`src/hdl/fwst_pkg.sv`:
```
`timescale 1ns / 1ps

package fwst_pkg;

	localparam int CFG_IDX_W  = 1;
	localparam int CFG_DATA_W = 31;

	localparam logic [CFG_IDX_W-1:0] CFG_ALERT_THRESHOLD = 1'b0;
	localparam logic [CFG_IDX_W-1:0] CFG_WINDOW_SECONDS  = 1'b1;

	localparam logic [30:0] ALERT_THRESHOLD_RESET = 31'd100;
	localparam logic [15:0] WINDOW_SECONDS_RESET  = 16'd5;

	localparam logic [7:0] PROTO_TCP = 8'd6;

	typedef enum logic [1:0] {
		KIND_QUIET = 2'd0,
		KIND_ALERT = 2'd1,
		KIND_BLOCK = 2'd2
	} kind_t;

	typedef enum logic [1:0] {
		ST_RUN,
		ST_VERDICT,
		ST_DRAIN
	} ctrl_state_t;

	typedef struct packed {
		logic take;
		logic apply;
		logic restart;
		logic load_verdict;
		logic load_entry;
		logic drain_clear;
	} cmd_t;

	typedef struct packed {
		logic close;
		logic alert;
		logic fill_zero;
		logic drain_last;
		logic out_free;
	} status_t;

endpackage

```
`src/hdl/fwst_ifs.sv`:
```
`timescale 1ns / 1ps

interface fwst_pkt_if;
	logic        valid;
	logic        ready;
	logic [31:0] arrival_seconds;
	logic [7:0]  ip_protocol;
	logic [31:0] source_addr;

	modport source (output valid, output arrival_seconds, output ip_protocol,
		output source_addr, input ready);
	modport sink (input valid, input arrival_seconds, input ip_protocol,
		input source_addr, output ready);
endinterface

interface fwst_res_if;
	logic        valid;
	logic        ready;
	logic [1:0]  result_kind;
	logic [31:0] packet_total;
	logic [31:0] blocked_addr;
	logic        last_result;

	modport source (output valid, output result_kind, output packet_total,
		output blocked_addr, output last_result, input ready);
	modport sink (input valid, input result_kind, input packet_total,
		input blocked_addr, input last_result, output ready);
endinterface

```
`src/hdl/fwst_datapath.sv`:
```
`timescale 1ns / 1ps

module fwst_datapath #(
	parameter int MAX_SOURCES = 32
) (
	input  logic                             clk,
	input  logic                             arst_n,
	input  logic                             cfg_we,
	input  logic [fwst_pkg::CFG_IDX_W-1:0]   cfg_index,
	input  logic [fwst_pkg::CFG_DATA_W-1:0]  cfg_data,
	input  logic [31:0]                      in_arrival_seconds,
	input  logic [7:0]                       in_ip_protocol,
	input  logic [31:0]                      in_source_addr,
	input  fwst_pkg::cmd_t                   cmd,
	output fwst_pkg::status_t                status,
	input  logic                             out_ready,
	output logic                             out_valid,
	output logic [1:0]                       out_kind,
	output logic [31:0]                      out_total,
	output logic [31:0]                      out_addr,
	output logic                             out_last
);

	localparam int FILL_W = $clog2(MAX_SOURCES + 1);
	localparam int IDX_W  = (MAX_SOURCES > 1) ? $clog2(MAX_SOURCES) : 1;

	logic [30:0]       thresh_q;
	logic [15:0]       win_sec_q;
	logic [31:0]       item_now_q;
	logic [7:0]        item_proto_q;
	logic [31:0]       item_addr_q;
	logic              open_q;
	logic [31:0]       win_start_q;
	logic [31:0]       pkts_q;
	logic [FILL_W-1:0] fill_q;
	logic [31:0]       src_tbl_q [MAX_SOURCES];
	logic [IDX_W-1:0]  drain_idx_q;
	logic              out_valid_q;
	logic [1:0]        out_kind_q;
	logic [31:0]       out_total_q;
	logic [31:0]       out_addr_q;
	logic              out_last_q;

	logic [31:0] elapsed;
	logic        found;
	logic        is_tcp;
	logic        room;

	assign elapsed = item_now_q - win_start_q;
	assign is_tcp  = (item_proto_q == fwst_pkg::PROTO_TCP);
	assign room    = (fill_q < FILL_W'(MAX_SOURCES));

	always_comb begin
		found = 1'b0;
		for (int i = 0; i < MAX_SOURCES; i++) begin
			if ((FILL_W'(i) < fill_q) && (src_tbl_q[i] == item_addr_q)) begin
				found = 1'b1;
			end
		end
	end

	always_comb begin
		status.close      = open_q && (item_now_q >= win_start_q) &&
			(elapsed >= {16'd0, win_sec_q});
		status.alert      = pkts_q > {1'b0, thresh_q};
		status.fill_zero  = (fill_q == '0);
		status.drain_last = ((FILL_W'(drain_idx_q) + FILL_W'(1)) == fill_q);
		status.out_free   = !out_valid_q || out_ready;
	end

	always_ff @(posedge clk or negedge arst_n) begin
		if (!arst_n) begin
			thresh_q  <= fwst_pkg::ALERT_THRESHOLD_RESET;
			win_sec_q <= fwst_pkg::WINDOW_SECONDS_RESET;
		end else if (cfg_we) begin
			case (cfg_index)
				fwst_pkg::CFG_ALERT_THRESHOLD: thresh_q  <= cfg_data;
				fwst_pkg::CFG_WINDOW_SECONDS:  win_sec_q <= cfg_data[15:0];
				default: ;
			endcase
		end
	end

	always_ff @(posedge clk) begin
		if (cmd.take) begin
			item_now_q   <= in_arrival_seconds;
			item_proto_q <= in_ip_protocol;
			item_addr_q  <= in_source_addr;
		end
	end

	always_ff @(posedge clk or negedge arst_n) begin
		if (!arst_n) begin
			open_q      <= 1'b0;
			win_start_q <= '0;
			pkts_q      <= '0;
			fill_q      <= '0;
		end else if (cmd.restart) begin
			win_start_q <= item_now_q;
			pkts_q      <= 32'd1;
			fill_q      <= is_tcp ? FILL_W'(1) : '0;
		end else if (cmd.apply) begin
			if (!open_q) begin
				open_q      <= 1'b1;
				win_start_q <= item_now_q;
			end
			if (is_tcp && !found && room) begin
				fill_q <= fill_q + FILL_W'(1);
			end
			if (pkts_q != 32'hFFFF_FFFF) begin
				pkts_q <= pkts_q + 32'd1;
			end
		end
	end

	always_ff @(posedge clk) begin
		if (cmd.restart && is_tcp) begin
			src_tbl_q[0] <= item_addr_q;
		end else if (cmd.apply && is_tcp && !found && room) begin
			src_tbl_q[fill_q[IDX_W-1:0]] <= item_addr_q;
		end
	end

	always_ff @(posedge clk or negedge arst_n) begin
		if (!arst_n) begin
			drain_idx_q <= '0;
		end else if (cmd.drain_clear) begin
			drain_idx_q <= '0;
		end else if (cmd.load_entry) begin
			drain_idx_q <= drain_idx_q + IDX_W'(1);
		end
	end

	always_ff @(posedge clk or negedge arst_n) begin
		if (!arst_n) begin
			out_valid_q <= 1'b0;
		end else if (cmd.load_verdict || cmd.load_entry) begin
			out_valid_q <= 1'b1;
		end else if (out_ready) begin
			out_valid_q <= 1'b0;
		end
	end

	always_ff @(posedge clk) begin
		if (cmd.load_verdict) begin
			out_kind_q  <= status.alert ? fwst_pkg::KIND_ALERT : fwst_pkg::KIND_QUIET;
			out_total_q <= pkts_q;
			out_addr_q  <= '0;
			out_last_q  <= !status.alert || status.fill_zero;
		end else if (cmd.load_entry) begin
			out_kind_q  <= fwst_pkg::KIND_BLOCK;
			out_total_q <= '0;
			out_addr_q  <= src_tbl_q[drain_idx_q];
			out_last_q  <= status.drain_last;
		end
	end

	assign out_valid = out_valid_q;
	assign out_kind  = out_kind_q;
	assign out_total = out_total_q;
	assign out_addr  = out_addr_q;
	assign out_last  = out_last_q;

endmodule

```
`src/hdl/fwst_ctrl.sv`:
```
`timescale 1ns / 1ps

module fwst_ctrl (
	input  logic              clk,
	input  logic              arst_n,
	input  logic              in_valid,
	output logic              in_ready,
	input  fwst_pkg::status_t status,
	output fwst_pkg::cmd_t    cmd
);

	fwst_pkg::ctrl_state_t state_q;
	fwst_pkg::ctrl_state_t state_d;
	logic                  item_valid_q;
	logic                  item_valid_d;

	always_comb begin
		state_d = state_q;
		case (state_q)
			fwst_pkg::ST_RUN: begin
				if (item_valid_q && status.close) begin
					state_d = fwst_pkg::ST_VERDICT;
				end
			end
			fwst_pkg::ST_VERDICT: begin
				if (status.out_free) begin
					state_d = (status.alert && !status.fill_zero) ?
						fwst_pkg::ST_DRAIN : fwst_pkg::ST_RUN;
				end
			end
			fwst_pkg::ST_DRAIN: begin
				if (status.out_free && status.drain_last) begin
					state_d = fwst_pkg::ST_RUN;
				end
			end
			default: state_d = fwst_pkg::ST_RUN;
		endcase
	end

	always_comb begin
		cmd          = '0;
		in_ready     = 1'b0;
		item_valid_d = item_valid_q;
		case (state_q)
			fwst_pkg::ST_RUN: begin
				in_ready  = !(item_valid_q && status.close);
				cmd.apply = item_valid_q && !status.close;
				cmd.take  = in_valid && in_ready;
				if (in_ready) begin
					item_valid_d = in_valid;
				end
			end
			fwst_pkg::ST_VERDICT: begin
				if (status.out_free) begin
					cmd.load_verdict = 1'b1;
					if (status.alert && !status.fill_zero) begin
						cmd.drain_clear = 1'b1;
					end else begin
						cmd.restart  = 1'b1;
						item_valid_d = 1'b0;
					end
				end
			end
			fwst_pkg::ST_DRAIN: begin
				if (status.out_free) begin
					cmd.load_entry = 1'b1;
					if (status.drain_last) begin
						cmd.restart  = 1'b1;
						item_valid_d = 1'b0;
					end
				end
			end
			default: ;
		endcase
	end

	always_ff @(posedge clk or negedge arst_n) begin
		if (!arst_n) begin
			state_q      <= fwst_pkg::ST_RUN;
			item_valid_q <= 1'b0;
		end else begin
			state_q      <= state_d;
			item_valid_q <= item_valid_d;
		end
	end

endmodule

```
`src/hdl/flood_window_source_tracker_core.sv`:
```
`timescale 1ns / 1ps

// Channel   Direction  Word
// in_pkt    sink       arrival_seconds, ip_protocol, source_addr
// out_res   source     result_kind, packet_total, blocked_addr, last_result
//
// A packet that leaves its window running is applied while the next one is taken, so
// packets enter back to back. A packet that closes the window holds input off while the
// close is detected, while the verdict is loaded and, on an alert, while each stored
// source is loaded in turn. Output stalls lengthen the hold only while a window reports.
// Reset is asynchronous and clears all control state at once; no clearing pass is needed.
module flood_window_source_tracker_core #(
	parameter int MAX_SOURCES = 32
) (
	input  logic                            clk,
	input  logic                            arst_n,
	input  logic                            cfg_we,
	input  logic [fwst_pkg::CFG_IDX_W-1:0]  cfg_index,
	input  logic [fwst_pkg::CFG_DATA_W-1:0] cfg_data,
	fwst_pkt_if.sink                        in_pkt,
	fwst_res_if.source                      out_res
);

	fwst_pkg::cmd_t    cmd;
	fwst_pkg::status_t status;

	fwst_ctrl u_ctrl (
		.clk      (clk),
		.arst_n   (arst_n),
		.in_valid (in_pkt.valid),
		.in_ready (in_pkt.ready),
		.status   (status),
		.cmd      (cmd)
	);

	fwst_datapath #(
		.MAX_SOURCES (MAX_SOURCES)
	) u_datapath (
		.clk                (clk),
		.arst_n             (arst_n),
		.cfg_we             (cfg_we),
		.cfg_index          (cfg_index),
		.cfg_data           (cfg_data),
		.in_arrival_seconds (in_pkt.arrival_seconds),
		.in_ip_protocol     (in_pkt.ip_protocol),
		.in_source_addr     (in_pkt.source_addr),
		.cmd                (cmd),
		.status             (status),
		.out_ready          (out_res.ready),
		.out_valid          (out_res.valid),
		.out_kind           (out_res.result_kind),
		.out_total          (out_res.packet_total),
		.out_addr           (out_res.blocked_addr),
		.out_last           (out_res.last_result)
	);

endmodule

```
`src/flat_wrapper.sv`:
```
// flat-port wrapper written by rule: the top's interface ports become plain ports
module flood_window_source_tracker_core_flat 
#(
	parameter int MAX_SOURCES = 32
)
  (clk, arst_n, cfg_we, cfg_index, cfg_data, in_pkt_valid, in_pkt_arrival_seconds, in_pkt_ip_protocol, in_pkt_source_addr, in_pkt_ready, out_res_valid, out_res_result_kind, out_res_packet_total, out_res_blocked_addr, out_res_last_result, out_res_ready);
  fwst_pkt_if in_pkt_i ();
  fwst_res_if out_res_i ();
  input  logic clk;
  input  logic arst_n;
  input  logic cfg_we;
  input  logic [fwst_pkg::CFG_IDX_W-1:0] cfg_index;
  input  logic [fwst_pkg::CFG_DATA_W-1:0] cfg_data;
  input wire logic [$bits(in_pkt_i.valid)-1:0] in_pkt_valid;
  input wire logic [$bits(in_pkt_i.arrival_seconds)-1:0] in_pkt_arrival_seconds;
  input wire logic [$bits(in_pkt_i.ip_protocol)-1:0] in_pkt_ip_protocol;
  input wire logic [$bits(in_pkt_i.source_addr)-1:0] in_pkt_source_addr;
  output wire logic [$bits(in_pkt_i.ready)-1:0] in_pkt_ready;
  output wire logic [$bits(out_res_i.valid)-1:0] out_res_valid;
  output wire logic [$bits(out_res_i.result_kind)-1:0] out_res_result_kind;
  output wire logic [$bits(out_res_i.packet_total)-1:0] out_res_packet_total;
  output wire logic [$bits(out_res_i.blocked_addr)-1:0] out_res_blocked_addr;
  output wire logic [$bits(out_res_i.last_result)-1:0] out_res_last_result;
  input wire logic [$bits(out_res_i.ready)-1:0] out_res_ready;
  assign in_pkt_i.valid = in_pkt_valid;
  assign in_pkt_i.arrival_seconds = in_pkt_arrival_seconds;
  assign in_pkt_i.ip_protocol = in_pkt_ip_protocol;
  assign in_pkt_i.source_addr = in_pkt_source_addr;
  assign in_pkt_ready = in_pkt_i.ready;
  assign out_res_valid = out_res_i.valid;
  assign out_res_result_kind = out_res_i.result_kind;
  assign out_res_packet_total = out_res_i.packet_total;
  assign out_res_blocked_addr = out_res_i.blocked_addr;
  assign out_res_last_result = out_res_i.last_result;
  assign out_res_i.ready = out_res_ready;
  flood_window_source_tracker_core #(.MAX_SOURCES(MAX_SOURCES)) u_core (.clk(clk), .arst_n(arst_n), .cfg_we(cfg_we), .cfg_index(cfg_index), .cfg_data(cfg_data), .in_pkt(in_pkt_i), .out_res(out_res_i));
endmodule
```
`config.mk`:
```
export PLATFORM = sky130hd
export DESIGN_NAME = flood_window_source_tracker_core_flat
export DESIGN_NICKNAME = d
export VERILOG_FILES = /design/src/hdl/fwst_pkg.sv /design/src/hdl/fwst_ifs.sv /design/src/hdl/fwst_datapath.sv /design/src/hdl/fwst_ctrl.sv /design/src/hdl/flood_window_source_tracker_core.sv /design/src/flat_wrapper.sv
export SDC_FILE = /design/constraint.sdc
export NUM_CORES = 2
export LEC_CHECK = 0
export ABC_AREA = 1
export BUFFER_PORTS_ARGS = -buffer_cell sky130_fd_sc_hd__buf_4
export CORE_ASPECT_RATIO = 1.1
export CORE_UTILIZATION = 38
export CTS_BUF_LIST = sky130_fd_sc_hd__clkbuf_2 sky130_fd_sc_hd__clkbuf_4 sky130_fd_sc_hd__clkbuf_8
export CTS_CLUSTER_DIAMETER = 150
export DETAILED_ROUTE_END_ITERATION = 10
export HOLD_SLACK_MARGIN = 0.08
export PLACE_DENSITY = 0.52
export SLEW_MARGIN = 20
export SYNTH_ARGS = -nofsm -noshare
export SYNTH_HDL_FRONTEND = slang
export SYNTH_HIERARCHICAL = 1
export SYNTH_SLANG_ARGS = --single-unit
```
`constraint.sdc`:
```
create_clock -name clk -period 19.6 [get_ports clk]
set_input_delay 1.96 -clock clk [delete_from_list [all_inputs] [get_ports clk]]
set_output_delay 1.96 -clock clk [all_outputs]
set_load 0.05 [all_outputs]
```
==> flow_summary.toml <==
[placed_design]
dpl_worst_slack_ns = 12.40
dpl_cell_area_um2 = 79700
portBuffers = 177
dp_hpwl_um = 260000
gp_congestion = 1.06

[finish]
fin_area_um2 = 84700
syn_to_final_growth_pct = 12.0
final_layout_size_suffix_gt1_share_pct = 8.85
fin_nets = 9586

[yosys]
ys_types = 61
synth-main-ff-cell = "edfxtp_1"
synthArstFlopShare_pct = 9.84
yosysSeqAreaShare_pct = 50.0
avgSynthCellArea_um2 = 8.19
synth.ff_latch_count = 1290
synth_nets = 9423
synth.top_cell.area_share_pct = 44.9
synth_common_cells = "2972 x nand2_1, 1131 x edfxtp_1, 1064 x nor2_1"
synthTopCellsByArea = "edfxtp_1 45%, nand2_1 15%, xnor2_1 5.7%"
synthCells = 9225
yosysTopAreaCell = "edfxtp_1"
synth_most_common_cell = "nand2_1"
syn_area_um2 = 75600
ys_warn_count = 6
synth_edf_count = 1131

[clock_network]
cts-buffers-inserted = 231
ctsLongestPathBuffers = 3
clk_pin_slew_ns = 0.06
postCtsHoldBufs = 0
cts_resized = 0
cts_setup_buffers = 0
htree_levels = 4
cts_sinks = 1290
clk_latency_ns = 1.09
root_buffer = "clkbuf_8"
cts_tree = "built"

[floorplan]
design.core.area_um2 = 197000
rows = 171
chipWidth_um = 427
pin_count = 178
initial_core_util_pct = 38.3
die_y_um = 470
fp.dieArea_um2 = 201000

[critical_path]
crit_path_max_incr_delay_ns = 0.88
required_ns = 20.35
critPathSlowestCell = "nor2_2"
cp_max_fo = 17
cp-start-kind = "flop"
cp.arrival_ns = 8.11
cpLargestDelayFamily = "simple AND/OR/NAND/NOR gates"
crit_buf_inv = 5
criticalPathCategory = "flop to flop"
critPathCaptureType = "flop"

[pwr]
p_seq_share_pct = 38.2
power_switching_share_pct = 37.6
p_comb_share_pct = 29.8
cellLeakagePower_uw = 0.0346
switchingPower_uw = 3230
power.density_nw_per_um2 = 101
ir_worst_vdd_uv = 88.7
clock_power_share_pct = 32.0
power.internal_uw = 5350
p_total_uw = 8580

[drt]
postRouteAntennaNets = 0
drc = 0
vias_per_cell = 5.68
first_iter_violations = 9745
drtPass1Iterations = 7
vias = 69355
drt-total-wl_um = 368000
wl_per_cell_um = 30.2

[sta]
max_freq_mhz = 136
maxSlewViolCount = 0
layout_setup_ws_ns = 12.24
rsz0062_at_grt = "no"
tightest_slew_ns = 1.31
tns_ns = 0
min_period_over_period_pct = 37.5
finalSetupViolations = 0
hold_viol = 0
timing.slew.headroom_pct = 12.0
hold_ws_ns = 0.460
period_needed_ns = 7.36
skew_ns = 0.0806

[grt]
grt_pass1_vias = 65062
grt.total_usage_pct = 35.8
grt_overflow = 0
grt_max_degree = 139
antenna_found_initial = 40
grt_pass1_wl_um = 502000

[min_path]
hold_class = "flop to flop"

[job]
drv_cap = 0

[outcome]
outcome = "complete, no violations"
-- tightest hold or removal path: stages, from the launching register on --
cell and delay [ns]:
dfxtp_1 0.33, nand2_1 0.05, o21ai_0 0.05
-- area by class of cell --
type	count	area, um^2
Sequential cell	1290	37800
Inverter	895	3370
Clock buffer	335	4000
Multi-Input combinational cell	6634	32600
Fill cell	19948	113000
Timing Repair Buffer	336	2760
Clock inverter	95	857
Tap cell	2595	3250
Antenna cell	20	50.0
-- cell usage in the layout (no fill, tap or decap), types with 32 or more instances in the layout --
| cell | n |
|---|---|
| inv_1 | 857 |
| nand4_1 | 149 |
| a21oi_1 | 331 |
| a32oi_1 | 48 |
| nor3_1 | 49 |
| clkbuf_4 | 97 |
| xnor2_1 | 490 |
| o21ai_0 | 621 |
| o22ai_1 | 41 |
| nand2_1 | 2970 |
| nor2_1 | 1030 |
| buf_4 | 315 |
| a221oi_1 | 39 |
| dfrtp_1 | 119 |
| edfxtp_1 | 1131 |
| ha_1 | 88 |
| dfxtp_1 | 32 |
| clkinv_1 | 48 |
| clkbuf_8 | 238 |
| nand3_1 | 343 |
| xor2_1 | 137 |
-- state kept, by name, summed over array words and instances (netlist names) --
register / flops
u_core/u_datapath/item_addr_q: 32
u_core/u_datapath/out_kind: 2
u_core/u_datapath/src_tbl_q: 1024
u_core/u_datapath/out_addr: 32
u_core/u_datapath/win_start_q: 32
u_core/u_datapath/open_q: 1
u_core/u_ctrl/item_valid_q: 1
u_core/u_datapath/item_proto_q: 8
u_core/u_ctrl/state_q: 2
u_core/u_datapath/thresh_q: 31
u_core/u_datapath/out_total: 32
u_core/u_datapath/out_valid: 1
u_core/u_datapath/item_now_q: 32
u_core/u_datapath/drain_idx_q: 5
u_core/u_datapath/out_last: 1
u_core/u_datapath/pkts_q: 32
u_core/u_datapath/win_sec_q: 16
u_core/u_datapath/fill_q: 6
-- layer usage --
metal,part of all wire (%),vias up,global-route usage (%)
li1,-,30624,-
met1,38,33345,45.0
met2,43,4346,53.3
met3,9.8,1012,7.66
met4,8.6,28,27.7
met5,0.045,-,0
-- through the flow --
step                std cells  utilization [%]
finish                  12200             42.9
global route            12181             42.9
CTS                     12175             42.8
detailed placement      11745             40.3
global placement        11743             40.3
floorplan                9225                -
-- power by group through the flow --
stage	logic, uW	registers (uW)	clock network (uW)
floorplan	1370	3460	0
global placement	2500	3330	0
detailed placement	2500	3340	0
CTS	2500	3280	2780
global route	2700	3290	2890
finish	2550	3280	2740
-- logic make-up after synthesis --
| logic type | count (synthesis) | synth area share (%) |
|---|---|---|
| buffers and inverters | 1301 | 7.22 |
| adders and majority gates | 89 | 1.48 |
| and+or+nand+nor | 4706 | 25.1 |
| xor gates and xnor gates | 627 | 7.26 |
| DFF | 1290 | 50.0 |
| AOI/OAI and AO/OA | 1212 | 8.97 |
-- path summary, 6_finish.rpt --
| path | from | end | slack [ns] | cells after the start |
|---|---|---|---|---|
| setup / recovery | u_core/u_datapath/item_now_q[0] | u_core/u_datapath/src_tbl_q[6][20] | 12.24 | 30 |
| hold / removal | u_core/u_datapath/out_addr[23] | u_core/u_datapath/out_addr[23] | 0.46 | 2 |
| setup reg to reg | u_core/u_datapath/item_now_q[0] | u_core/u_datapath/src_tbl_q[6][20] | 12.24 | 30 |
| hold reg to reg | u_core/u_datapath/out_addr[23] | u_core/u_datapath/out_addr[23] | 0.46 | 2 |
| max in group asynchronous | arst_n | u_core/u_datapath/drain_idx_q[0] | 17.41 | 2 |
| min in group asynchronous | arst_n | u_core/u_datapath/pkts_q[17] | 0.90 | 1 |
Power figures use the tool's default switching activity.
